==> src/rtl/core/tvc_pkg.sv <==
`default_nettype none

package tvc_pkg;

  localparam int SCREEN_COLS_DEF = 84;
  localparam int SCREEN_ROWS_DEF = 48;
  localparam int COEF_SLOTS      = 48;
  localparam int COEF_AW         = 6;
  localparam int ONE_Q8          = 256;
  localparam int CAM_Z           = 1024;
  localparam int DVD_W           = 49;
  localparam int DVS_W           = 34;
  localparam int QMAG_W          = 48;
  localparam int CFG_IDX_W       = 1;
  localparam int CFG_DATA_W      = 16;

  localparam logic KIND_COEF   = 1'b0;
  localparam logic KIND_VERTEX = 1'b1;

  localparam logic [CFG_IDX_W-1:0] CFG_CULL_ENABLE    = 1'd0;
  localparam logic [CFG_IDX_W-1:0] CFG_CULL_THRESHOLD = 1'd1;

  typedef struct packed {
    logic               kind;
    logic [5:0]         coef_index;
    logic signed [15:0] coef_value;
    logic signed [15:0] vertex_x;
    logic signed [15:0] vertex_y;
    logic signed [15:0] vertex_z;
  } in_item_t;

  typedef struct packed {
    logic signed [15:0] screen_x1;
    logic signed [15:0] screen_y1;
    logic signed [15:0] screen_x2;
    logic signed [15:0] screen_y2;
    logic signed [15:0] screen_x3;
    logic signed [15:0] screen_y3;
  } out_item_t;

  typedef struct packed {
    logic signed [15:0] x;
    logic signed [15:0] y;
    logic signed [15:0] z;
  } vtx_t;

  typedef enum logic [4:0] {
    ST_IDLE, ST_LOADV, ST_MAC, ST_NEXT, ST_CROSS, ST_MAG, ST_FIT, ST_DOT,
    ST_NORM, ST_SQRT, ST_CDIV, ST_CCHK, ST_SCRX, ST_SCRXW, ST_SCRY, ST_SCRYW,
    ST_OUT
  } state_e;

  function automatic logic signed [15:0] sat16(input logic signed [49:0] v);
    logic signed [15:0] r;
    if (v > 50'sd32767) begin
      r = 16'sh7fff;
    end else if (v < -50'sd32768) begin
      r = 16'sh8000;
    end else begin
      r = v[15:0];
    end
    return r;
  endfunction

  function automatic logic signed [23:0] sat24(input logic signed [42:0] v);
    logic signed [23:0] r;
    if (v > 43'sd8388607) begin
      r = 24'sh7fffff;
    end else if (v < -43'sd8388608) begin
      r = 24'sh800000;
    end else begin
      r = v[23:0];
    end
    return r;
  endfunction

endpackage

`default_nettype wire

==> src/rtl/core/tvc_div.sv <==
`default_nettype none

module tvc_div (
  input  wire logic                              clk_i,
  input  wire logic                              rst_ni,
  input  wire logic                              start_i,
  input  wire logic signed [tvc_pkg::DVD_W-1:0]  dividend_i,
  input  wire logic signed [tvc_pkg::DVS_W-1:0]  divisor_i,
  output logic                                   done_o,
  output logic signed [tvc_pkg::DVD_W-1:0]       quotient_o
);
  import tvc_pkg::*;

  localparam int CNT_W = $clog2(QMAG_W);

  logic                    busy_q, done_q, neg_q;
  logic [CNT_W-1:0]        cnt_q;
  logic [DVS_W-1:0]        rem_q, rem_sh, dvs_q;
  logic [QMAG_W-1:0]       quo_q;
  logic [DVD_W-1:0]        dvd_abs;
  logic [DVS_W-1:0]        dvs_abs;
  logic                    last;

  assign dvd_abs = dividend_i[DVD_W-1] ? DVD_W'(-dividend_i) : DVD_W'(dividend_i);
  assign dvs_abs = divisor_i[DVS_W-1] ? DVS_W'(-divisor_i) : DVS_W'(divisor_i);
  assign rem_sh  = {rem_q[DVS_W-2:0], quo_q[QMAG_W-1]};
  assign last    = (cnt_q == CNT_W'(QMAG_W - 1));
  assign done_o  = done_q;
  assign quotient_o = neg_q ? -$signed({1'b0, quo_q}) : $signed({1'b0, quo_q});

  always_ff @(posedge clk_i or negedge rst_ni) begin
    if (!rst_ni) begin
      busy_q <= 1'b0;
      done_q <= 1'b0;
      cnt_q  <= '0;
    end else begin
      done_q <= busy_q && last;
      if (start_i) begin
        busy_q <= 1'b1;
        cnt_q  <= '0;
      end else if (busy_q) begin
        cnt_q <= cnt_q + 1'b1;
        if (last) begin
          busy_q <= 1'b0;
        end
      end
    end
  end

  always_ff @(posedge clk_i) begin
    if (start_i) begin
      rem_q <= '0;
      quo_q <= dvd_abs[QMAG_W-1:0];
      dvs_q <= dvs_abs;
      neg_q <= dividend_i[DVD_W-1] ^ divisor_i[DVS_W-1];
    end else if (busy_q) begin
      if (rem_sh >= dvs_q) begin
        rem_q <= rem_sh - dvs_q;
        quo_q <= {quo_q[QMAG_W-2:0], 1'b1};
      end else begin
        rem_q <= rem_sh;
        quo_q <= {quo_q[QMAG_W-2:0], 1'b0};
      end
    end
  end

endmodule

`default_nettype wire

==> config.mk <==
export PLATFORM = sky130hd
export DESIGN_NAME = tvc_div
export DESIGN_NICKNAME = d
export VERILOG_FILES = /design/src/rtl/core/tvc_pkg.sv /design/src/rtl/core/tvc_div.sv
export SDC_FILE = /design/constraint.sdc
export NUM_CORES = 1
export LEC_CHECK = 0
export BUFFER_PORTS_ARGS = -buffer_cell sky130_fd_sc_hd__clkbuf_2
export CAP_MARGIN = 20
export CORE_MARGIN = 10
export CORE_UTILIZATION = 40
export DETAILED_ROUTE_END_ITERATION = 6
export GPL_TIMING_DRIVEN = 0
export PLACE_DENSITY = 0.69
export SYNTH_ARGS = -nofsm -noshare
export SYNTH_HDL_FRONTEND = slang
export SYNTH_SLANG_ARGS = --single-unit
==> constraint.sdc <==
create_clock -name clk_i -period 5 [get_ports clk_i]
set_clock_uncertainty 0.2 [all_clocks]
set_input_delay 0.25 -clock clk_i [delete_from_list [all_inputs] [get_ports clk_i]]
set_output_delay 0.25 -clock clk_i [all_outputs]
set_load 0.01 [all_outputs]
==> results.rst <==
.. list-table::
   :header-rows: 1

   * - Metric
     - Value
   * - DRC errors left
     - 0
   * - Post-route core utilization
     - 49.19%
   * - Cells after Synth
     - 1108
   * - Number of failing setup endpoints in the final timing report
     - 0
   * - Mean number of vias per cell
     - 5.525
   * - Multi-input combinational cell area
     - 5744 sq um
   * - H-tree levels
     - 4
   * - Power density relative to cell area
     - 282.1 nW/um^2
   * - Gr ovfl total
     - 0
   * - Post-Synthesis Cell Area
     - 9492 sq um
   * - Count of distinct cell types in the synthesized netlist
     - 71
   * - First element of the critical path
     - quo_q[4]$_DFFE_PP_
   * - Global-route wire length before repair
     - 45.42 mm
   * - Leakage
     - 4.649 nW
   * - Post-CTS Setup Inserts
     - 0
   * - Post-DRT Antenna Nets
     - 0
   * - Status
     - complete, no violations
   * - Initial antenna violation count
     - 0
   * - Type of origin of the critical path
     - flip-flop
   * - Flop-to-flop setup slack
     - 0.59 ns
   * - Global Route Usage Sum
     - 18.23%
   * - HPWL after detailed placement
     - 21.82 mm
   * - Chip Width
     - 174.0 um
   * - Post-synth top area cell
     - sky130_fd_sc_hd__edfxtp_1
   * - Count of inserted antenna diode cells
     - 0
   * - Routed wire length per instance
     - 17.46 um
   * - Final number of hold-violating endpoints
     - 0
   * - Critical path endpoint category
     - primary output
   * - Setup repair after global routing missed its margin
     - false
   * - Number of buffers between clock root and the deepest sink
     - 2
   * - Die Height
     - 174.0 um
   * - Via count
     - 8989
   * - Initial standard-cell utilization of the core
     - 40.56%
   * - Cell count of the worst reg-to-reg path
     - 13
   * - Top area cells in the synthesized netlist
     - sky130_fd_sc_hd__edfxtp_1, sky130_fd_sc_hd__xnor2_1, sky130_fd_sc_hd__dfxtp_1
   * - Dominant synthesized flop cell
     - sky130_fd_sc_hd__edfxtp_1
   * - Worst setup timing slack at the placement stage
     - 0.5440 ns
   * - Path category of the worst min-delay check
     - input port to async pin
   * - Number of detailed-routing iterations run before antenna repair
     - 7
   * - NumNets Final
     - 1420
   * - Vias in the first global route
     - 8586
   * - Detailed Route WL
     - 28.41 mm
   * - Total number of placement rows
     - 56
   * - Critical path class
     - flip-flop to primary output
   * - IR Drop Worst-Case VDD
     - 0.0001927 V
   * - Worst-Margin Slew
     - 0.8862 ns
   * - FF/Latch Area
     - 3353 sq um
   * - Synthesized netlist net count
     - 1233
   * - Clock sinks
     - 124
   * - Synth warn
     - 0
   * - Fraction of post-synthesis cell area in the top cell type by area
     - 26.26%
   * - Biggest fanout along the worst timing path
     - 7
   * - Maximum clock frequency
     - 0.2171 GHz
   * - 1st-iter DRT viols
     - 914
   * - Most common cell in the netlist
     - sky130_fd_sc_hd__nor2_1
   * - Number of fill cells in the layout
     - 2238
   * - Core Area
     - 23400 sq um
   * - Critical path arrival
     - 4.16 ns
   * - Clock root buffer
     - sky130_fd_sc_hd__clkbuf_16
   * - Routability-driven placement congestion ratio
     - 0.9186
   * - Clock transition at the registers of the reported paths
     - 0.06 ns
   * - Crit Reg-Reg Startpoint
     - quo_q[47]$_DFFE_PP_
   * - Skew-Pair Late Insertion Delay
     - 0.42 ns
   * - Share of the clock period used by the worst path
     - 92.14%
   * - Worst setup path endpoint
     - quotient_o[47]
   * - Final setup margin
     - 0.3931 ns
   * - Setup TNS
     - 0 ns
   * - Die Footprint
     - 30290 sq um
   * - Largest net degree at the start of global routing
     - 37
   * - Relative max-transition margin
     - 40.92%
   * - Number of max-slew violations in the final report
     - 0
   * - Clock period minus final worst setup slack
     - 4.607 ns
   * - Proportion of synthesized chip area in sequential cells
     - 35.33%
   * - Number of buffer cells added on primary ports
     - 133
   * - Ports placed on the boundary
     - 136
   * - Area overhead of the layout relative to synthesis
     - 21.28%
   * - Required time at the endpoint of the critical path
     - 4.55 ns
   * - Max-capacitance violation count
     - 0
   * - Flop and latch count out of synthesis
     - 124
   * - TritonCTS clock tree
     - yes
   * - Reg2reg end
     - rem_q[11]$_SDFFE_PP0P_
   * - Most frequent cells after synthesis
     - sky130_fd_sc_hd__nor2_1, sky130_fd_sc_hd__nand2_1, sky130_fd_sc_hd__a21oi_1, sky130_fd_sc_hd__edfxtp_1, sky130_fd_sc_hd__xnor2_1
   * - Number of enable-type register cells in the synthesized netlist
     - 83
   * - Number of buffers inserted during clock tree synthesis
     - 17
   * - Syn avg cell area
     - 8.566 sq um
   * - Fraction of registers with async set or reset after synthesis
     - 6.452%
   * - Fraction of layout instances using a drive strength above 1
     - 14.76%
## worst min path at each step
stage | depth (start not counted) | slack, ns | to | startpoint
after floorplan | 0 | -0.25 | busy_q$_DFF_PN0_ | rst_ni
after global placement | 1 | -0.08 | done_o$_DFF_PN0_ | rst_ni
after detailed placement | 1 | -0.09 | done_o$_DFF_PN0_ | rst_ni
after CTS | 2 | 0.02 | cnt_q[2]$_DFFE_PN0P_ | rst_ni
after global routing | 3 | 0.04 | quo_q[9]$_DFFE_PP_ | dividend_i[9]
final | 2 | 0.02 | done_o$_DFF_PN0_ | rst_ni
## placed cells by master, fill, tap and decap left out, types with 8 or more instances in the layout
cell	count
sky130_fd_sc_hd__clkbuf_16	19
sky130_fd_sc_hd__a211oi_1	16
sky130_fd_sc_hd__inv_1	44
sky130_fd_sc_hd__nor3_1	16
sky130_fd_sc_hd__a22o_1	8
sky130_fd_sc_hd__nor2_1	116
sky130_fd_sc_hd__xor2_1	72
sky130_fd_sc_hd__dfxtp_1	33
sky130_fd_sc_hd__nand4_1	11
sky130_fd_sc_hd__nand2_1	103
sky130_fd_sc_hd__xnor2_1	81
sky130_fd_sc_hd__o21ai_0	73
sky130_fd_sc_hd__a31oi_1	11
sky130_fd_sc_hd__or3_1	10
sky130_fd_sc_hd__clkbuf_1	55
sky130_fd_sc_hd__a21o_1	16
sky130_fd_sc_hd__o31ai_1	34
sky130_fd_sc_hd__edfxtp_1	83
sky130_fd_sc_hd__dlygate4sd3_1	33
sky130_fd_sc_hd__nand3_1	21
sky130_fd_sc_hd__ha_1	38
sky130_fd_sc_hd__or4_1	16
sky130_fd_sc_hd__nand2b_1	12
sky130_fd_sc_hd__o21a_1	9
sky130_fd_sc_hd__o41ai_1	18
sky130_fd_sc_hd__dfrtp_1	8
sky130_fd_sc_hd__a21oi_1	94
sky130_fd_sc_hd__mux2i_1	10
sky130_fd_sc_hd__clkbuf_2	133
sky130_fd_sc_hd__nor4_1	11
## cells by family after synthesis
kind of cell | count (synthesis) | synth area share [%]
xor+xnor | 153 | 14.12
buf+inv | 105 | 4.271
compound gates | 317 | 21.46
mux | 11 | 1.173
fa+ha+maj | 39 | 5.220
simple gates | 359 | 18.43
flops | 124 | 35.33
## repair_timing
action,CTS,global route
hold buffers,33,0
hold endpoints to repair,40,0
endpoints found under the setup margin,0,7
gates resized for setup,0,2
## per-layer routing
metal	share of wire (%)	routed length, um	vias to the layer above	GRT usage, %
li1	-	-	4410	-
met1	46	13060	4183	24.29
met2	45	12850	368	29.21
met3	7.5	2141	28	4.139
met4	1.3	361	0	4.596
met5	0	0	-	0
## per-stage QoR
stage               power, mW  hold WS, ns  cells  cell area (sq um)
floorplan               1.734      -0.2456   1108               9492
global placement        2.012     -0.08470   1560              10560
detailed placement      2.025     -0.08868   1562              10580
CTS                     3.259      0.01820   1627              11500
global route            3.400      0.04145   1627              11510
finish                  3.247      0.01913   1627              11510
## power breakdown
part	internal [mW]	total (mW)	switching, mW
registers	1.20	1.28	0.0840
logic	0.313	0.752	0.440
clock network	0.748	1.21	0.464
total	2.26	3.25	0.988
## critical path, cell delays in order (launching register included)
cell,delay [ns]
sky130_fd_sc_hd__edfxtp_1,0.47
sky130_fd_sc_hd__nor4_2,0.44
sky130_fd_sc_hd__or4b_1,0.53
sky130_fd_sc_hd__nor4_1,0.47
sky130_fd_sc_hd__nand3_1,0.27
sky130_fd_sc_hd__o31ai_2,0.51
sky130_fd_sc_hd__and2_1,0.20
sky130_fd_sc_hd__clkbuf_1,0.31
sky130_fd_sc_hd__nand2_1,0.15
sky130_fd_sc_hd__xnor2_1,0.20
sky130_fd_sc_hd__clkbuf_2,0.17
## area by class of cell
cell class,instances,share of cell area [%]
multi-input combinational,879,49.90
sequential,124,29.13
timing repair buffer,168,8.870
clock buffer,25,4.674
tap,319,3.467
buffer,60,2.054
inverter,45,1.467
clock inverter,7,0.4348
## flip-flops by register name, summed over array words and instances (netlist names)
| name | cells |
|---|---|
| quo_q | 48 |
| dvs_q | 34 |
| rem_q | 33 |
| cnt_q | 6 |
| busy_q | 1 |
| done_o | 1 |
| neg_q | 1 |
No activity file was read; power rests on OpenSTA's default activity.
