===== src/rtl/core/tvc_pkg.sv =====
`default_nettype none

package tvc_pkg;

  localparam int SCREEN_COLS_DEF = 84;
  localparam int SCREEN_ROWS_DEF = 48;
  localparam int COEF_SLOTS      = 48;
  localparam int COEF_AW         = 6;
  localparam int ONE_Q8          = 256;
  localparam int CAM_Z           = 1024;
  localparam int DVD_W           = 49;
  localparam int DVS_W           = 34;
  localparam int QMAG_W          = 48;
  localparam int CFG_IDX_W       = 1;
  localparam int CFG_DATA_W      = 16;

  localparam logic KIND_COEF   = 1'b0;
  localparam logic KIND_VERTEX = 1'b1;

  localparam logic [CFG_IDX_W-1:0] CFG_CULL_ENABLE    = 1'd0;
  localparam logic [CFG_IDX_W-1:0] CFG_CULL_THRESHOLD = 1'd1;

  typedef struct packed {
    logic               kind;
    logic [5:0]         coef_index;
    logic signed [15:0] coef_value;
    logic signed [15:0] vertex_x;
    logic signed [15:0] vertex_y;
    logic signed [15:0] vertex_z;
  } in_item_t;

  typedef struct packed {
    logic signed [15:0] screen_x1;
    logic signed [15:0] screen_y1;
    logic signed [15:0] screen_x2;
    logic signed [15:0] screen_y2;
    logic signed [15:0] screen_x3;
    logic signed [15:0] screen_y3;
  } out_item_t;

  typedef struct packed {
    logic signed [15:0] x;
    logic signed [15:0] y;
    logic signed [15:0] z;
  } vtx_t;

  typedef enum logic [4:0] {
    ST_IDLE, ST_LOADV, ST_MAC, ST_NEXT, ST_CROSS, ST_MAG, ST_FIT, ST_DOT,
    ST_NORM, ST_SQRT, ST_CDIV, ST_CCHK, ST_SCRX, ST_SCRXW, ST_SCRY, ST_SCRYW,
    ST_OUT
  } state_e;

  function automatic logic signed [15:0] sat16(input logic signed [49:0] v);
    logic signed [15:0] r;
    if (v > 50'sd32767) begin
      r = 16'sh7fff;
    end else if (v < -50'sd32768) begin
      r = 16'sh8000;
    end else begin
      r = v[15:0];
    end
    return r;
  endfunction

  function automatic logic signed [23:0] sat24(input logic signed [42:0] v);
    logic signed [23:0] r;
    if (v > 43'sd8388607) begin
      r = 24'sh7fffff;
    end else if (v < -43'sd8388608) begin
      r = 24'sh800000;
    end else begin
      r = v[23:0];
    end
    return r;
  endfunction

endpackage

`default_nettype wire


===== src/rtl/core/tvc_coef_mem.sv =====
`default_nettype none

module tvc_coef_mem (
  input  wire logic                        clk_i,
  input  wire logic                        we_i,
  input  wire logic [tvc_pkg::COEF_AW-1:0] waddr_i,
  input  wire logic signed [15:0]          wdata_i,
  input  wire logic [tvc_pkg::COEF_AW-1:0] raddr_i,
  output logic signed [15:0]               rdata_o
);
  import tvc_pkg::*;

  logic signed [15:0] mem_q [COEF_SLOTS];

  always_ff @(posedge clk_i) begin
    if (we_i) begin
      mem_q[waddr_i] <= wdata_i;
    end
    rdata_o <= mem_q[raddr_i];
  end

endmodule

`default_nettype wire


===== config.mk =====
export PLATFORM = sky130hd
export DESIGN_NAME = tvc_coef_mem
export DESIGN_NICKNAME = d
export VERILOG_FILES = /design/src/rtl/core/tvc_pkg.sv /design/src/rtl/core/tvc_coef_mem.sv
export SDC_FILE = /design/constraint.sdc
export NUM_CORES = 1
export LEC_CHECK = 0
export BUFFER_PORTS_ARGS = -buffer_cell sky130_fd_sc_hd__buf_2
export CAP_MARGIN = 5
export CORE_MARGIN = 2
export CORE_UTILIZATION = 30
export CTS_BUF_LIST = sky130_fd_sc_hd__clkbuf_2
export CTS_CLUSTER_DIAMETER = 80
export DETAILED_ROUTE_END_ITERATION = 8
export GPL_ROUTABILITY_DRIVEN = 0
export GPL_TIMING_DRIVEN = 0
export PLACE_DENSITY_LB_ADDON = 0.12
export SYNTH_ARGS = -nofsm -noshare
export SYNTH_HDL_FRONTEND = slang
export SYNTH_SLANG_ARGS = --single-unit

===== constraint.sdc =====
create_clock -name clk_i -period 7.5 [get_ports clk_i]
set_input_delay 1.875 -clock clk_i [delete_from_list [all_inputs] [get_ports clk_i]]
set_output_delay 1.875 -clock clk_i [all_outputs]
set_load 0.01 [all_outputs]

==> results of run 1 <==
metrics by stage:
| step | instance area (um2) | cells |
|---|---|---|
| 2_1_floorplan | 30300 | 1499 |
| 3_3_place_gp | 32140 | 2840 |
| 3_5_place_dp | 33060 | 2890 |
| 4_1_cts | 34910 | 3248 |
| 5_1_grt | 34930 | 3255 |
| 6_report | 34950 | 3262 |
metal layers:
metal	GRT usage, %	vias up
li1	-	6965
met1	22.39	8144
met2	28.47	525
met3	4.640	153
met4	5.535	6
met5	0	-
final timing paths:
path / startpoint / end / slack [ns] / depth (start not counted)
min reg2reg: mem_q[30][3] / rdata_o[3] / 0.83 / 4
max reg2reg: mem_q[21][10] / rdata_o[10] / 5.34 / 5
max: rdata_o[2] / rdata_o[2] / 3.64 / 1
min: raddr_i[5] / rdata_o[15] / 0.74 / 2
registers in the layout, summed over array words and instances, names as in the netlist:
| register | cells |
|---|---|
| rdata_o | 16 |
| mem_q | 768 |
power by group through the flow:
| stage | combinational [mW] | sequential (mW) | clock (mW) |
|---|---|---|---|
| floorplan | 0.261 | 4.96 | 0 |
| global placement | 0.531 | 4.95 | 0 |
| detailed placement | 0.548 | 4.95 | 0 |
| CTS | 0.548 | 4.85 | 3.09 |
| global route | 0.569 | 4.86 | 3.30 |
| finish | 0.538 | 4.85 | 2.96 |
layout make-up:
cell class | instances | area (um2) | area share (%)
Multi-Input combinational cell | 626 | 6510 | 18.63
Tap cell | 1298 | 1624 | 4.647
Sequential cell | 784 | 23380 | 66.91
Antenna cell | 14 | 35.03 | 0.1002
Clock buffer | 309 | 1546 | 4.425
Clock inverter | 49 | 305.3 | 0.8736
Timing Repair Buffer | 93 | 991.0 | 2.836
Buffer | 89 | 553.0 | 1.582
cells by family (layout without fill, tap and decap cells):
kind of cell | Yosys count | in the layout
AOI/OAI and AO/OA | 192 | 192
buffers and inverters | 89 | 540
DFF | 784 | 784
muxes | 336 | 336
other | 0 | 14
and+or+nand+nor | 98 | 98
cell usage in the layout (no fill, tap or decap), types with 8 or more instances in the layout:
| cell | Yosys | layout |
|---|---|---|
| a22oi_1 | 64 | 64 |
| buf_1 | 8 | 8 |
| clkinv_1 | 0 | 31 |
| mux2i_1 | 256 | 256 |
| o41ai_2 | 16 | 16 |
| a221oi_1 | 32 | 32 |
| diode_2 | 0 | 14 |
| buf_6 | 19 | 27 |
| buf_2 | 19 | 62 |
| a22o_1 | 32 | 32 |
| nand2_1 | 23 | 23 |
| edfxtp_1 | 768 | 768 |
| dfxtp_1 | 16 | 16 |
| mux4_2 | 80 | 80 |
| o22ai_1 | 16 | 16 |
| buf_8 | 0 | 36 |
| a21oi_1 | 32 | 32 |
| clkbuf_2 | 0 | 309 |
| nor2_2 | 1 | 42 |
| clkbuf_1 | 29 | 29 |
| buf_4 | 14 | 15 |
==> impl_metrics.csv, run 1 <==
group,metric,value,unit
status,run_status,"finished, final reports clean",
clock_network,cts_resized,0,
routing,wl_per_cell,27.40,um
placed_design,pre_cts_slack,2.512,ns
power,p_per_area,239.0,nW/um2
synthesis,synth_top_cell_by_area,"edfxtp_1",
timing,hold_viol,0,
timing,relSlewSlack,21.94,%
worst_setup_path,endpoint_kind,"output pin",
synthesis,synth_seq_cells,784,
clock_network,numClockSinks,784,
power,peakVddDrop,127.5,uV
clock_network,clk_pin_slew,0.09,ns
synthesis,synth_most_common_cell,"edfxtp_1",
synthesis,ys.flop_type,"edfxtp_1",
clock_network,clockBufferDepth,3,
clock_network,ctsHtreeMaxLevel,4,
power,internal_power,6.217,mW
clock_network,numCtsBuffers,206,
power,total_power,8.353,mW
timing,setup_viol,0,
synthesis,ys_seq_area_share,77.17,%
floorplan,start_util,30.26,%
floorplan,die_x,321.8,um
synthesis,synth_area_leaders,"edfxtp_1 (76%), mux2i_1 (8.5%), mux4_2 (5.9%)",
clock_network,postCtsSetupRepairBufs,0,
placed_design,io_buffers,43,
synthesis,ys.warnings.count,0,
synthesis,synth_adder_area_share,0,%
floorplan,die-area,103600,um2
synthesis,syn_nets,1529,
worst_setup_path,cpLargestDelayFamily,"flip-flops",
timing,clock_skew,0.1599,ns
global_route,grt_use_total,17.37,%
timing,fin_crit_sh,51.43,%
global_route,first_global_vias,16140,
routing,route.met3.wl,5953,um
worst_setup_path,crit_chain,"buf_2",
synthesis,syn-instance-count,1499,
synthesis,synth.distinct_cells,30,
timing,fmax,259.2,MHz
routing,ant_nets,0,
power,combPwrFrac,6.4,%
final_layout,layout-drive-gt1-share,31.69,%
floorplan,core_area,100100,um2
clock_network,root_buffer,"clkbuf_2",
placed_design,dp_hpwl,59080,um
run,max_cap_viol_count,0,
routing,drc,0,
timing,hold_ws,0.7418,ns
synthesis,synth_top_area_share,76.11,%
clock_network,holdBufCountCts,0,
floorplan,io_pins,46,
clock_network,clk_latency,1.51,ns
synthesis,synth-async-reset-ratio,0,%
routing,drt_iter0_drc,1276,
final_layout,fin_nets,1830,
routing,met2_length,43380,um
routing,routedLengthMet1,38200,um
routing,routed.top_layer,"met5",
worst_setup_path,cp_max_fo,1,
global_route,gr-total-overflow,0,
global_route,antenna_found_initial,10,
global_route,grt_pass1_wl,123300,um
power,seqPwrFrac,58.1,%
synthesis,synth_compound_area_share,5.153,%
synthesis,synthMuxAreaShare,14.40,%
timing,worstMarginPinSlew,1.171,ns
power,p_sw_share,25.58,%
synthesis,synth_commonest_cells,"edfxtp_1 (768), mux2i_1 (256), mux4_2 (80), a22oi_1 (64), nor2_1 (46)",
final_layout,final_util,34.90,%
routing,via_count,15790,
timing,finalWorstSetupSlack,3.643,ns
synthesis,synth_edf_count,768,
worst_hold_path,min_path_type,"primary input to flip-flop",
synthesis,synth_simple_gate_area_share,1.449,%
floorplan,rows,116,
routing,vias_per_cell,4.842,
worst_setup_path,cp.required,5.62,ns
worst_setup_path,arrival,1.98,ns
power,pwr-share-clk,35.5,%
floorplan,fp.dieH,321.8,um
timing,setup_tns,0,ns
synthesis,synthXorXnorAreaFrac,0,%
routing,postRouteWirelength,89390,um
synthesis,synth_top_family_by_area,"multiplexers",
worst_setup_path,crit_path_top_delay_cell,"dfxtp_1",
synthesis,synth_area_per_cell,20.21,um2
worst_setup_path,cp-start-kind,"flip-flop",
synthesis,synth_area,30300,um2
final_layout,fillers,9626,
routing,first_pass_iters,6,
global_route,grt_max_degree,49,
worst_setup_path,path_buf_inv,1,
power,p_leak,11.91,nW
worst_setup_path,crit_type,"flip-flop to output pin",
final_layout,syn2layout_area_growth,15.34,%
power,net-switching-power,2.136,mW
timing,slew_violations,0,
timing,rsz0062_at_grt,"no",
worst_setup_path,worst_path_largest_cell_delay,0.34,ns
clock_network,cts_tree,"yes",
timing,period_minus_slack,3.857,ns
Note: power is estimated with default switching activity, not from simulation.
==> run 2: changes to the inputs <==
==> constraint.sdc (replaced) <==
create_clock -name clk_i -period 3.2 [get_ports clk_i]
set_input_delay 0.8 -clock clk_i [delete_from_list [all_inputs] [get_ports clk_i]]
set_output_delay 0.8 -clock clk_i [all_outputs]
set_load 0.01 [all_outputs]
==> run 2 against run 1 <==
Net effect:
- sequential share of layout area down 0.52 points
- sequential power up 140%
- global-route usage about the same
- critical path depth up 8
- core utilization up 0.27 points
- clock skew down 0.016 ns
- die area unchanged
- cell area up 0.78%
- worst setup slack worse by 3.4 ns
- clock power up 130%
- register-to-register slack worse by 4.8 ns
- power up 130%
==> impl_metrics.csv, run 2 (synthesized netlist as in run 1, its figures left out) <==
group,metric,value,unit
clock_network,numClockSinks,784,
floorplan,die_x,321.8,um
floorplan,io_pins,46,
routing,postRouteWirelength,89570,um
routing,via_count,15940,
clock_network,clk_pin_slew,0.09,ns
clock_network,clk_latency,1.48,ns
status,run_status,"finished, final reports clean",
clock_network,postCtsSetupRepairBufs,0,
final_layout,syn2layout_area_growth,16.24,%
worst_setup_path,crit_path_top_delay_cell,"clkbuf_1",
final_layout,regMostFlops,"mem_q",
worst_setup_path,cp.required,4.58,ns
worst_setup_path,reg2reg_depth,6,
routing,first_pass_iters,7,
power,internal_power,14.59,mW
timing,clock_skew,0.1441,ns
power,p_per_area,556.1,nW/um2
power,net-switching-power,4.994,mW
power,p_leak,12.01,nW
clock_network,numCtsBuffers,206,
floorplan,fp.dieH,321.8,um
power,pwr-share-clk,35.4,%
timing,relSlewSlack,21.55,%
timing,fmax,342.7,MHz
worst_setup_path,path_buf_inv,5,
placed_design,dp_hpwl,59080,um
routing,wl_per_cell,27.22,um
clock_network,cts_resized,0,
clock_network,root_buffer,"clkbuf_2",
worst_setup_path,arrival,4.30,ns
worst_setup_path,endpoint_kind,"flip-flop",
final_layout,fin_nets,1857,
worst_setup_path,crit_type,"primary input to flip-flop",
routing,drt_iter0_drc,1225,
worst_hold_path,min_path_type,"primary input to flip-flop",
routing,ant_nets,0,
clock_network,ctsHtreeMaxLevel,4,
final_layout,final_common_cell,"edfxtp_1",
floorplan,start_util,30.26,%
final_layout,finalInstanceArea,35220,um2
worst_hold_path,whs_path_depth,1,
final_layout,fillers,9610,
final_layout,final_util,35.17,%
final_layout,largest_reg_flops,768,
worst_setup_path,cpLargestDelayFamily,"buffers and inverters",
power,peakVddDrop,293.0,uV
routing,vias_per_cell,4.843,
run,max_cap_viol_count,0,
power,p_sw_share,25.50,%
global_route,first_global_vias,16240,
floorplan,die-area,103600,um2
worst_setup_path,cp-start-kind,"primary input",
placed_design,placed_area,33060,um2
floorplan,core_area,100100,um2
power,combPwrFrac,6.6,%
worst_setup_path,crit_cells,9,
power,seqPwrFrac,58.1,%
final_layout,top_regs,"mem_q: 768 flops, rdata_o: 16 flops",
routing,drc,0,
final_layout,layout-drive-gt1-share,31.26,%
global_route,antenna_found_initial,10,
timing,setup_viol,0,
timing,slew_violations,0,
global_route,gr-total-overflow,0,
timing,rsz0062_at_grt,"no",
worst_setup_path,cp_max_fo,10,
worst_setup_path,crit_top_cell,"clkbuf_1",
timing,fin_crit_sh,91.20,%
placed_design,io_buffers,43,
timing,hold_viol,0,
clock_network,cts_tree,"yes",
worst_setup_path,worst_path_largest_cell_delay,0.73,ns
timing,period_minus_slack,2.918,ns
global_route,grt_max_degree,49,
final_layout,final_cell_mix,"edfxtp_1 (768), clkbuf_2 (309), mux2i_1 (256)",
clock_network,holdBufCountCts,27,
global_route,grt_pass1_wl,123600,um
clock_network,clockBufferDepth,3,
worst_setup_path,crit_chain,"buf_2 -> buf_6 -> nor2_2 -> clkbuf_1 -> clkbuf_1 -> a22oi_1 -> a21oi_1 -> o41ai_2 -> dlygate4sd3_1",
timing,hold_ws,0.1308,ns
timing,worstMarginPinSlew,1.177,ns
global_route,grt_use_total,17.39,%
floorplan,rows,116,
[run 2: area by class of cell]
cell class                      count  area [um2]  area share, %
Clock buffer                      309        1546          4.391
Clock inverter                     49       305.3         0.8668
Tap cell                         1298        1624          4.611
Sequential cell                   784       23380          66.39
Antenna cell                       15       37.54         0.1066
Buffer                             89       553.0          1.570
Timing Repair Buffer              120        1261          3.581
Multi-Input combinational cell    626        6510          18.48
[run 2: power by group through the flow]
stage	Clock [mW]	Sequential [mW]	Combinational [mW]
6_report	6.92	11.4	1.29
3_5_place_dp	0	11.6	1.28
2_1_floorplan	0	11.6	0.612
4_1_cts	7.24	11.4	1.31
3_3_place_gp	0	11.6	1.24
5_1_grt	7.74	11.4	1.36
[run 2: path summary, 6_finish.rpt]
path                                     from      endpoint  slack, ns
worst max register to register  mem_q[13][15]   rdata_o[15]       0.54
worst min register to register   mem_q[30][3]    rdata_o[3]       0.84
worst max-delay path               raddr_i[2]   rdata_o[15]       0.28
worst min-delay path               wdata_i[9]  mem_q[33][9]       0.13
[run 2: worst register-to-register path: cells and delay by family, from the launching register on]
family	cells	cell delay [ns]
AO/OA/AOI/OAI	4	1.63
buffers and inverters	1	0.61
flip-flops	1	0.33
multiplexers	1	0.07
[run 2: per-stage QoR]
stage | worst slack (ns) | instances | power, mW | TNS [ns]
after global placement | -1.722 | 2840 | 12.85 | -339.14
after floorplan | 0.3733 | 1499 | 12.23 | 0
after detailed placement | -0.7129 | 2890 | 12.89 | -10.85
after CTS | 0.2607 | 3275 | 19.92 | 0
final | 0.2816 | 3290 | 19.59 | 0
after global routing | 0.2746 | 3284 | 20.48 | 0
[run 2: metal layers]
layer	up-vias	part of all wire, %	track usage (%)
met5	-	0.015	0
met4	2	2.1	5.348
met3	157	6.5	4.596
met2	578	48	28.53
met1	8182	43	22.51
li1	7016	-	-
