$ cat src/rtl/core/tvc_pkg.sv
`default_nettype none

package tvc_pkg;

  localparam int SCREEN_COLS_DEF = 84;
  localparam int SCREEN_ROWS_DEF = 48;
  localparam int COEF_SLOTS      = 48;
  localparam int COEF_AW         = 6;
  localparam int ONE_Q8          = 256;
  localparam int CAM_Z           = 1024;
  localparam int DVD_W           = 49;
  localparam int DVS_W           = 34;
  localparam int QMAG_W          = 48;
  localparam int CFG_IDX_W       = 1;
  localparam int CFG_DATA_W      = 16;

  localparam logic KIND_COEF   = 1'b0;
  localparam logic KIND_VERTEX = 1'b1;

  localparam logic [CFG_IDX_W-1:0] CFG_CULL_ENABLE    = 1'd0;
  localparam logic [CFG_IDX_W-1:0] CFG_CULL_THRESHOLD = 1'd1;

  typedef struct packed {
    logic               kind;
    logic [5:0]         coef_index;
    logic signed [15:0] coef_value;
    logic signed [15:0] vertex_x;
    logic signed [15:0] vertex_y;
    logic signed [15:0] vertex_z;
  } in_item_t;

  typedef struct packed {
    logic signed [15:0] screen_x1;
    logic signed [15:0] screen_y1;
    logic signed [15:0] screen_x2;
    logic signed [15:0] screen_y2;
    logic signed [15:0] screen_x3;
    logic signed [15:0] screen_y3;
  } out_item_t;

  typedef struct packed {
    logic signed [15:0] x;
    logic signed [15:0] y;
    logic signed [15:0] z;
  } vtx_t;

  typedef enum logic [4:0] {
    ST_IDLE, ST_LOADV, ST_MAC, ST_NEXT, ST_CROSS, ST_MAG, ST_FIT, ST_DOT,
    ST_NORM, ST_SQRT, ST_CDIV, ST_CCHK, ST_SCRX, ST_SCRXW, ST_SCRY, ST_SCRYW,
    ST_OUT
  } state_e;

  function automatic logic signed [15:0] sat16(input logic signed [49:0] v);
    logic signed [15:0] r;
    if (v > 50'sd32767) begin
      r = 16'sh7fff;
    end else if (v < -50'sd32768) begin
      r = 16'sh8000;
    end else begin
      r = v[15:0];
    end
    return r;
  endfunction

  function automatic logic signed [23:0] sat24(input logic signed [42:0] v);
    logic signed [23:0] r;
    if (v > 43'sd8388607) begin
      r = 24'sh7fffff;
    end else if (v < -43'sd8388608) begin
      r = 24'sh800000;
    end else begin
      r = v[23:0];
    end
    return r;
  endfunction

endpackage

`default_nettype wire

$ cat src/rtl/core/tvc_isqrt.sv
`default_nettype none

module tvc_isqrt (
  input  wire logic        clk_i,
  input  wire logic        rst_ni,
  input  wire logic        start_i,
  input  wire logic [63:0] rad_i,
  output logic             done_o,
  output logic [31:0]      root_o
);
  import tvc_pkg::*;

  logic        busy_q, done_q;
  logic [63:0] num_q, res_q, bit_q, sum;

  assign sum    = res_q + bit_q;
  assign done_o = done_q;
  assign root_o = res_q[31:0];

  always_ff @(posedge clk_i or negedge rst_ni) begin
    if (!rst_ni) begin
      busy_q <= 1'b0;
      done_q <= 1'b0;
    end else begin
      done_q <= busy_q && bit_q[0];
      if (start_i) begin
        busy_q <= 1'b1;
      end else if (busy_q && bit_q[0]) begin
        busy_q <= 1'b0;
      end
    end
  end

  always_ff @(posedge clk_i) begin
    if (start_i) begin
      num_q <= rad_i;
      res_q <= '0;
      bit_q <= 64'h4000_0000_0000_0000;
    end else if (busy_q) begin
      if (num_q >= sum) begin
        num_q <= num_q - sum;
        res_q <= (res_q >> 1) + bit_q;
      end else begin
        res_q <= res_q >> 1;
      end
      bit_q <= bit_q >> 2;
    end
  end

endmodule

`default_nettype wire

$ cat config.mk
export PLATFORM = sky130hd
export DESIGN_NAME = tvc_isqrt
export DESIGN_NICKNAME = d
export VERILOG_FILES = /design/src/rtl/core/tvc_pkg.sv /design/src/rtl/core/tvc_isqrt.sv
export SDC_FILE = /design/constraint.sdc
export NUM_CORES = 1
export LEC_CHECK = 0
export ABC_AREA = 1
export BUFFER_PORTS_ARGS = -buffer_cell sky130_fd_sc_hd__buf_2
export CORE_ASPECT_RATIO = 0.5
export CORE_MARGIN = 4
export CORE_UTILIZATION = 45
export DETAILED_ROUTE_END_ITERATION = 10
export SYNTH_ARGS = -nofsm -noshare
export SYNTH_HDL_FRONTEND = slang
export SYNTH_SLANG_ARGS = --single-unit
export TNS_END_PERCENT = 5
$ cat constraint.sdc
create_clock -name clk_i -period 15.4 [get_ports clk_i]
set_clock_uncertainty 0.2 [all_clocks]
set_input_delay 4.62 -clock clk_i [delete_from_list [all_inputs] [get_ports clk_i]]
set_output_delay 4.62 -clock clk_i [all_outputs]
set_load 0.005 [all_outputs]
==> results.md, run 1 <==
- Max-slew violations: 0
- Slowest stage delay, CP: 720 ps
- DRT iter0 DRCs: 2770
- Total GRT Usage: 32.42%
- Crit share post-route: 40.68%
- Hold Buf Count CTS: 0
- Area growth, synth to finish: 5.937%
- Req. time, crit path: 15290 ps
- Worst EP arrival: 6150 ps
- CTS tree: yes
- # DRC: 0
- H-tree levels: 4
- Async SR Flop Fraction: 1.235%
- Largest net degree at the start of global routing: 89
- Worst skew pair latency: 460 ps
- Worst Hold Class: reg2reg
- Post-synth EDFFs: 64
- NumNets Final: 3790
- Avg WL per Cell: 19.13 um
- Synth Area per Inst: 5.642 um^2
- # diodes: 0
- Reported max-cap violation count: 0
- Die area: 48620 um^2
- Total wire length: 80.20 mm
- Row cnt: 54
- Final setup violation count: 0
- FF-to-FF path depth: 22
- Clk Tree Root Cell: clkbuf_16
- Initial antenna violation count: 0
- Ys Warns: 0
- Most frequent cells in the layout: 1210 x nand2_1, 491 x inv_1, 437 x nor2_1
- Core area: 43980 um^2
- Primary FF master, synth: dfxtp_1
- Setup tns final: 0 ps
- Reg2Reg Capture Point: num_q[37]$_DFFE_PP_
- CTS sink count: 162
- Die Height: 157.9 um
- Gp weighted congestion: 1.010
- Vias per inst: 5.525
- Crit-path cells: buf_4, inv_2, nand2_2, buf_4
- Tmin final: 6265 ps
- I/O Buffers: 99
- Io pins: 100
- CP Launch Type: primary input
- Clock transition at path regs: 70 ps
- Crit. End Element: flip-flop
- Most used cell along the critical path: buf_4
- Peak supply drop: 0.08712 mV
- Antenna Violating Nets Remaining: 0
- Largest cells by area after synthesis: nand2_1 22%, dfxtp_1 9.5%, edfxtp_1 9.5%
- Synth area leader: nand2_1
- # Post-CTS Setup Buffers: 0
- Netlist cell types: 51
- Worst Hold Depth: 2
- Vias in the first global route: 21130
- Fillers: 4877
- Clock Tree Buf Depth: 2
- Hold Path End: res_q[0]$_SDFFE_PP0P_
- 1st-pass router iterations: 6
- Initial Utilization: 46.00%
- Netlist Area Pre-Place: 20230 um^2
- Total CTS buffers: 17
- Syn Inst Count: 3586
- Fmax: 0.1596 GHz
- Syn_nets: 3784
- Worst slack at placement: 8649 ps
- Outcome: completed
- Commonest non-fill, non-tap cell in the layout: nand2_1
- HP Start: res_q[0]$_SDFFE_PP0P_
- Vias: 23170
- Crit Path Max Fanout: 68
- Power Dens Cells: 189.9 nW/um^2
- Worst Tran Pin Value: 1012 ps
- Final worst slack: 9135 ps
- Dpl hpwl: 64.77 mm
- Crit path kind: in2reg
- Register area share after synthesis: 19.25%
- Reg2Reg Setup Slack: 9150 ps
- Share of post-route cells with drive strength above 1: 5.576%
- Slowest-stage cell, CP: buf_4
- Share of the synthesized area in the top cell type: 22.47%
- Fin. Hold Viols: 0
- Die W: 307.9 um
- First-pass GRT wire length: 120.3 mm
- Pleak: 9.946 nW
- Slew HR: 32.50%
- GRT overflow: 0
- Synthesis-stage register bit count: 162
- RSZ-0062 raised after global routing: no
- Launching point of the worst reg2reg path: res_q[10]$_SDFFE_PP0P_
- CTS resizes: 0
power by group:
group          total, mW  switching, mW  internal (mW)  leakage, nW
logic               2.77           1.88          0.891         8.18
registers          0.847          0.199          0.648         1.47
clock network      0.453          0.213          0.240        0.292
total               4.07           2.29           1.78         9.95
synth_stat cells (all sizes together) (7+ instances only):
library cell,count
ha,130
xnor2,50
a21o,12
xor2,53
a31oi,11
o211ai,7
nand2,1227
nand3b,32
nor2,452
nand4,29
or2,15
clkbuf,46
o21ai,178
nor3,30
o21bai,24
buf,74
dfxtp,96
inv,497
edfxtp,64
nor4,9
nand3,296
a21oi,228
cells by family (layout without fill, tap and decap cells):
group | count (synthesis) | in the layout | share of synthesized area (%)
DFF | 162 | 162 | 19.25
xor gates and xnor gates | 103 | 103 | 4.459
and+or+nand+nor | 2094 | 2094 | 42.78
adders and majority gates | 131 | 131 | 8.139
AOI/OAI and AO/OA | 478 | 478 | 12.77
buffers and inverters | 618 | 637 | 12.61
metal layers:
| layer | vias up | part of all wire (%) | routed length (um) | track usage, % |
|---|---|---|---|---|
| met5 | - | 0 | 0 | 0 |
| met4 | 0 | 2.3 | 1862 | 8.044 |
| met3 | 105 | 11 | 8514 | 5.682 |
| met2 | 1050 | 40 | 31780 | 47.44 |
| met1 | 10590 | 47 | 38050 | 48.93 |
| li1 | 11420 | - | - | - |
flip-flops by register name, indices dropped and copies added, names as in the netlist:
name	flops
num_q	64
res_q	64
bit_q	32
busy_q	1
done_o	1
worst max path at each step:
stage / slack (ps) / start / end / cells after the start
final: 9140 / start_i / num_q[37]$_DFFE_PP_ / 4
after global routing: 8760 / res_q[10]$_SDFFE_PP0P_ / num_q[37]$_DFFE_PP_ / 23
after CTS: 9140 / start_i / num_q[5]$_DFFE_PP_ / 4
after detailed placement: 8650 / start_i / num_q[11]$_DFFE_PP_ / 4
after global placement: 8660 / start_i / num_q[9]$_DFFE_PP_ / 4
after floorplan: 8120 / start_i / num_q[0]$_DFFE_PP_ / 4
critical path, delay by kind of cell:
| family | cells | cell delay (ps) |
|---|---|---|
| buf+inv | 3 | 1350 |
| simple gates | 1 | 90 |
per-stage QoR:
step                instance area (um^2)  utilization [%]  hold WS [ps]  power [mW]  cells
floorplan                          20230                -         247.9       2.750   3586
global placement                   20850            47.40         273.7       3.503   4161
detailed placement                 20850            47.40         285.2       3.521   4161
CTS                                21430            48.73         295.7       3.982   4193
global route                       21430            48.73         335.6       4.389   4193
finish                             21430            48.73         302.6       4.070   4193
area by class of cell:
type	instances	area [um^2]	area share, %
multi-input combinational	2806	13790	64.34
sequential	162	3895	18.17
inverter	498	1869	8.722
tap	588	735.7	3.433
timing repair buffer	107	558.0	2.604
clock buffer	21	470.5	2.195
clock inverter	11	115.1	0.5371
Note: power is estimated with default switching activity, not from simulation.
==> run 2: changes to the inputs <==
--- a/config.mk
+++ b/config.mk
@@ -5,7 +5,7 @@
 export SDC_FILE = /design/constraint.sdc
 export NUM_CORES = 1
 export LEC_CHECK = 0
-export ABC_AREA = 1
+export ABC_AREA = 0
 export BUFFER_PORTS_ARGS = -buffer_cell sky130_fd_sc_hd__buf_2
 export CORE_ASPECT_RATIO = 0.5
 export CORE_MARGIN = 4
==> constraint.sdc (replaced) <==
create_clock -name clk_i -period 5.5 [get_ports clk_i]
set_clock_uncertainty 0.2 [all_clocks]
set_input_delay 1.65 -clock clk_i [delete_from_list [all_inputs] [get_ports clk_i]]
set_output_delay 1.65 -clock clk_i [all_outputs]
set_load 0.005 [all_outputs]
==> run 2 against run 1 <==
Critical path depth grew 22. Final area decreased by 11%. Clock-buffer cell count is 1 higher. Power grew to 2.6 times the previous value. First-iteration DRC count shrank 54%. Clock power increased to 2.9 times the previous value. Synthesized area decreased by 25%. Routed wire length fell by 40%.
==> results.md, run 2 <==
- Most common cell in the netlist: nand2_1
- Post-synth EDFFs: 64
- First-pass GRT wire length: 74.62 mm
- Crit share post-route: 99.58%
- Synth area leader: dfxtp_1
- Int Power: 5.826 mW
- I/O Buffers: 99
- Clock transition at path regs: 80 ps
- Total CTS buffers: 17
- Synth Area per Inst: 7.879 um^2
- GRT overflow: 0
- CTS tree: yes
- Avg WL per Cell: 18.11 um
- Worst slack at placement: -366.6 ps
- Most frequent cells in the layout: 279 x buf_4, 240 x nand2_1, 183 x nor2_1
- Commonest non-fill, non-tap cell in the layout: buf_4
- Total power: 10.43 mW
- Pleak: 8.133 nW
- Inst Count DP: 2588
- Power Dens Cells: 544.1 nW/um^2
- Sw frac: 44.17%
- P_sw: 4.609 mW
- Comb power frac: 68.3%
- Outcome: completed
- Share of the synthesized area in the top cell type: 12.73%
- Dpl hpwl: 36.04 mm
- Netlist Area Pre-Place: 15100 um^2
- Syn Inst Count: 1916
- CP Launch Type: flip-flop
- Initial antenna violation count: 0
- Reg power frac: 18.9%
- Antenna Violating Nets Remaining: 0
- Hold Buf Count CTS: 0
- Slew HR: 35.78%
- Top post-synthesis cells by count: 241 x nand2_1, 186 x nor2_1, 132 x o21ai_0, 130 x ha_1, 120 x a21oi_1
- Die Height: 137.5 um
- H-tree levels: 4
- Share of post-route cells with drive strength above 1: 25.96%
- Most used cell along the critical path: buf_4
- Crit path kind: reg2reg
- CTS sink count: 162
- Vias: 15250
- Worst EP arrival: 5640 ps
- Final worst slack: 23.13 ps
- Slowest stage delay, CP: 410 ps
- Reported max-cap violation count: 0
- Clock Tree Buf Depth: 2
- Netlist cell types: 88
- Biggest regs: num_q: 64 flops, res_q: 64 flops, bit_q: 32 flops
- Clock share of power: 12.8%
- Async SR Flop Fraction: 1.235%
- Max-slew violations: 0
- Vias in the first global route: 14000
- Gp weighted congestion: 0.9298
- NumNets Final: 2396
- Row cnt: 47
- Core area: 33050 um^2
- Die area: 36720 um^2
- Req. time, crit path: 5660 ps
- Ys Warns: 0
- # DRC: 0
- Filler-free cell count of the finished design: 2652
- Syn_nets: 2114
- Io pins: 100
- Slowest-stage cell, CP: a221o_1
- Total wire length: 48.03 mm
- Final setup violation count: 0
- Worst skew pair latency: 450 ps
- Crit. End Element: flip-flop
- Area growth, synth to finish: 27.04%
- Die W: 267.0 um
- Synthesis-stage register bit count: 162
- Worst Hold Class: reg2reg
- Primary FF master, synth: dfxtp_1
- RSZ-0062 raised after global routing: yes
- Tmin final: 5477 ps
- Fmax: 0.1826 GHz
- Largest cells by area after synthesis: dfxtp_1 13%, edfxtp_1 13%, ha_1 11%
- Peak supply drop: 0.2528 mV
- # diodes: 0
- Largest net degree at the start of global routing: 115
- 1st-pass router iterations: 6
- Fin. Hold Viols: 0
- Crit Path Max Fanout: 6
- DRT iter0 DRCs: 1264
- Clk Tree Root Cell: clkbuf_16
- Initial Utilization: 45.68%
- Fillers: 3142
- Vias per inst: 5.752
- Register area share after synthesis: 25.79%
- Worst Tran Pin Value: 962.2 ps
- Total GRT Usage: 25.44%
-- run 2: cell count changes after synthesis, sizes merged, moves of 48 or more --
cell and delta:
nand3 -260, a21oi -107, a31oi +48, nand2 -986
nor2 -265, inv -460
-- run 2: cell families (layout without fill, tap and decap cells) --
group           after synthesis  in the layout  synth area share (%)
xor+xnor                    158            158                 9.166
simple gates                632            632                 18.95
fa+ha+maj                   131            131                 10.91
flops                       162            162                 25.79
mux                          49             49                 3.307
buf+inv                     172            467                 5.354
compound gates              612            612                 26.53
-- run 2: worst max-delay path, delay by kind of cell, from the launching register on --
| family | cells | cell delay (ps) |
|---|---|---|
| AO/OA/AOI/OAI | 9 | 1860 |
| XOR/XNOR | 1 | 130 |
| adder cells (fa/ha/maj) | 2 | 580 |
| buffers and inverters | 7 | 900 |
| flip-flops | 1 | 350 |
| AND/OR/NAND/NOR | 7 | 1370 |
-- run 2: cell type report --
class,instances,area [um^2],area share [%]
Sequential cell,162,3911,20.39
Inverter,37,138.9,0.7241
Tap cell,441,551.8,2.877
Multi-Input combinational cell,1582,11070,57.74
Clock buffer,22,518.0,2.701
Timing Repair Buffer,398,2872,14.97
Clock inverter,10,113.9,0.5936
-- run 2: worst paths after layout --
kind                                             start                     end  slack (ps)  depth (start not counted)
worst max-delay path             res_q[4]$_SDFFE_PP0P_  res_q[55]$_SDFFE_PP0P_          20                         26
worst min-delay path            res_q[29]$_SDFFE_PP0P_  res_q[28]$_SDFFE_PP0P_         360                          2
worst max register to register   res_q[4]$_SDFFE_PP0P_  res_q[55]$_SDFFE_PP0P_          20                         26
worst min register to register  res_q[29]$_SDFFE_PP0P_  res_q[28]$_SDFFE_PP0P_         360                          2
max in group asynchronous                       rst_ni      busy_q$_DFFE_PN0P_        4220                          1
min in group asynchronous                       rst_ni      busy_q$_DFFE_PN0P_         770                          1
-- run 2: power by group through the flow --
stage          sequential [mW]  clock, mW  combinational [mW]
6_report                  1.98       1.33                7.13
5_1_grt                   2.00       1.40                7.80
4_1_cts                   1.97       1.35                6.64
3_5_place_dp              1.98          0                6.43
3_3_place_gp              1.98          0                6.41
2_1_floorplan             1.92          0                4.15
-- run 2: metal layers --
layer  track usage (%)  part of all wire (%)  vias to the layer above
li1                  -                     -                     7587
met1             36.21                    49                     7231
met2             40.05                    44                      379
met3             4.818                   5.4                       57
met4             6.094                   2.0                        0
met5                 0                     0                        -
-- run 2: what timing repair did --
action,4_1_cts,5_1_grt
buffers inserted,7,24
pin swaps,18,73
gates cloned,1,1
setup endpoints to repair,143,151
resized for setup,24,110
-- run 2: stage by stage --
| stage | utilization (%) | setup TNS, ps | cell area, um^2 | hold slack (ps) |
|---|---|---|---|---|
| floorplan | - | -10180 | 15250 | 273.7 |
| global placement | 53.38 | -5073 | 17640 | 348.0 |
| detailed placement | 53.38 | -20030 | 17640 | 353.1 |
| CTS | 55.92 | -3.575 | 18480 | 365.2 |
| global route | 58.03 | -8131 | 19180 | 390.6 |
| finish | 58.03 | 0 | 19180 | 361.7 |
==> run 3: changes to the inputs <==
--- a/config.mk
+++ b/config.mk
@@ -10,6 +10,7 @@
 export CORE_ASPECT_RATIO = 0.5
 export CORE_MARGIN = 4
 export CORE_UTILIZATION = 45
+export CTS_BUF_LIST = sky130_fd_sc_hd__clkbuf_16
 export DETAILED_ROUTE_END_ITERATION = 10
 export SYNTH_ARGS = -nofsm -noshare
 export SYNTH_HDL_FRONTEND = slang
==> run 3 against run 2 <==
Worst hold slack got worse by 1.3 ps. Sequential share of layout area grew 0.21 points. Utilization down 0.60 points. Highest routed layer unchanged.
==> results.md, run 3 (same netlist as run 2, synthesis figures left out) <==
- GRT Max-Usage Layer: met2
- Hold Buf Count CTS: 0
- Reg power frac: 19.2%
- Int Power: 5.730 mW
- RSZ-0062 raised after global routing: yes
- Crit. End Element: flip-flop
- First-pass GRT wire length: 74.53 mm
- Peak supply drop: 0.2030 mV
- Largest net degree at the start of global routing: 115
- Pleak: 8.075 nW
- Crit-path cells: ha_4, a211oi_4, a211oi_4, a221o_1, a41o_4, a21oi_4, buf_6, o21a_1, o21ai_0, xnor2_1, ha_1, a21o_1, o21bai_2, a221oi_2, buf_4, a211oi_2, a211o_1, buf_6, nor2_4, buf_6, nor3_1, o31a_1, a2111oi_2
- Initial antenna violation count: 0
- Req. time, crit path: 5650 ps
- Clk Tree Root Cell: clkbuf_16
- Worst Hold Class: reg2reg
- Total CTS buffers: 17
- Total wire length: 47.74 mm
- GR Util met3: 4.818%
- Die area: 36720 um^2
- Antenna Violating Nets Remaining: 0
- WHS: 360.4 ps
- CTS tree: yes
- Sw frac: 44.36%
- Fin util: 57.44%
- Slowest-stage cell, CP: a221o_1
- Reported max-cap violation count: 0
- CTS sink count: 162
- Outcome: completed
- Vias: 15170
- I/O Buffers: 99
- Core area: 33050 um^2
- CP Buf/Inv Count: 4
- Initial Utilization: 45.68%
- Gp weighted congestion: 0.9298
- Slew HR: 35.44%
- Share of post-route cells with drive strength above 1: 25.05%
- Worst EP arrival: 5600 ps
- NumNets Final: 2389
- Final worst slack: 44.37 ps
- Crit share post-route: 99.19%
- GRT met1 Usage: 36.22%
- Fin. Hold Viols: 0
- Clock transition at path regs: 70 ps
- Slowest stage delay, CP: 400 ps
- Fillers: 3167
- GR met2 Demand/Resource: 39.92%
- Total GRT Usage: 25.41%
- Clock share of power: 12.8%
- Io pins: 100
- Vias in the first global route: 13970
- Most frequent cells in the layout: 277 x buf_4, 241 x nand2_1, 184 x nor2_1
- 1st-pass router iterations: 5
- Worst skew pair latency: 450 ps
- Power Dens Cells: 542.5 nW/um^2
- P_sw: 4.568 mW
- Worst slack at placement: -366.6 ps
- DRT iter0 DRCs: 1260
- Commonest non-fill, non-tap cell in the layout: buf_4
- Most used cell along the critical path: buf_6
- Cell family with most CP delay: compound AO/OA/AOI/OAI gates
- Max-slew violations: 0
- Worst Tran Pin Value: 968.3 ps
- # DRC: 0
- Area growth, synth to finish: 25.73%
- Vias per inst: 5.735
- Tmin final: 5456 ps
- Die W: 267.0 um
- Clock Tree Buf Depth: 2
- Crit Path Max Fanout: 6
- GRT overflow: 0
- Total power: 10.30 mW
- # diodes: 0
- Final setup violation count: 0
- CP Launch Type: flip-flop
- Comb power frac: 68.0%
- Dpl hpwl: 36.04 mm
- H-tree levels: 4
- Crit path kind: reg2reg
- Avg WL per Cell: 18.05 um
- Die Height: 137.5 um
- Row cnt: 47
- Fmax: 0.1833 GHz
- Biggest regs: num_q: 64 flops, res_q: 64 flops, bit_q: 32 flops
[run 3: cell types whose count changed in the layout (fill, tap and decap cells not counted), moves of 2 or more]
cell / previous run / this run
a21oi_1: 101 / 103
or3_4: 5 / 3
or3_1: 12 / 14
ha_4: 8 / 6
buf_6: 15 / 10
buf_4: 279 / 277
[run 3: worst paths after layout]
path                                   startpoint                     end  slack, ps  depth (start not counted)
setup / recovery            res_q[4]$_SDFFE_PP0P_  res_q[61]$_SDFFE_PP0P_         40                         23
hold / removal             bit_q[42]$_SDFFE_PP0P_  bit_q[42]$_SDFFE_PP0P_        360                          2
setup reg to reg            res_q[4]$_SDFFE_PP0P_  res_q[61]$_SDFFE_PP0P_         40                         23
hold reg to reg            bit_q[42]$_SDFFE_PP0P_  bit_q[42]$_SDFFE_PP0P_        360                          2
max in group asynchronous                  rst_ni      busy_q$_DFFE_PN0P_       4220                          1
min in group asynchronous                  rst_ni      busy_q$_DFFE_PN0P_        770                          1
[run 3: stage by stage]
stage / cell area, um^2 / TNS [ps] / std cells
floorplan: 15250 / -10180 / 1916
global placement: 17640 / -5073 / 2588
detailed placement: 17640 / -20030 / 2588
CTS: 18470 / -1.249 / 2628
global route: 18980 / -7395 / 2645
finish: 18980 / 0 / 2645
[run 3: power groups by stage]
stage | Clock (mW) | Sequential, mW | Combinational, mW
5_1_grt | 1.38 | 2.00 | 7.69
6_report | 1.32 | 1.98 | 7.00
3_5_place_dp | 0 | 1.98 | 6.43
3_3_place_gp | 0 | 1.98 | 6.41
4_1_cts | 1.34 | 1.97 | 6.65
2_1_floorplan | 0 | 1.92 | 4.15
[run 3: area by class of cell]
class	instances	area (um^2)	area share, %
Multi-Input combinational cell	1583	10970	57.81
Tap cell	441	551.8	2.907
Inverter	37	138.9	0.7317
Sequential cell	162	3911	20.61
Clock buffer	20	500.5	2.637
Timing Repair Buffer	390	2785	14.67
Clock inverter	12	121.4	0.6394
[run 3: timing repair]
action                     4_1_cts  5_1_grt
pin swaps                       19       60
cloned                           1        2
buffers inserted                 7       16
setup endpoints to repair      143      151
hold endpoints to repair         0        0
resized for setup               24       83
[run 3: routing by layer]
metal | part of all wire (%) | wire length (um)
met1 | 49 | 23450
met3 | 5.4 | 2560
met5 | 0 | 0
met2 | 43 | 20730
met4 | 2.1 | 1006
[run 3: worst min-delay path, delay by kind of cell, from the launching register on]
family	cells	cell delay (ps)
flip-flops	1	340
multiplexers	1	130
AND/OR/NAND/NOR	1	50
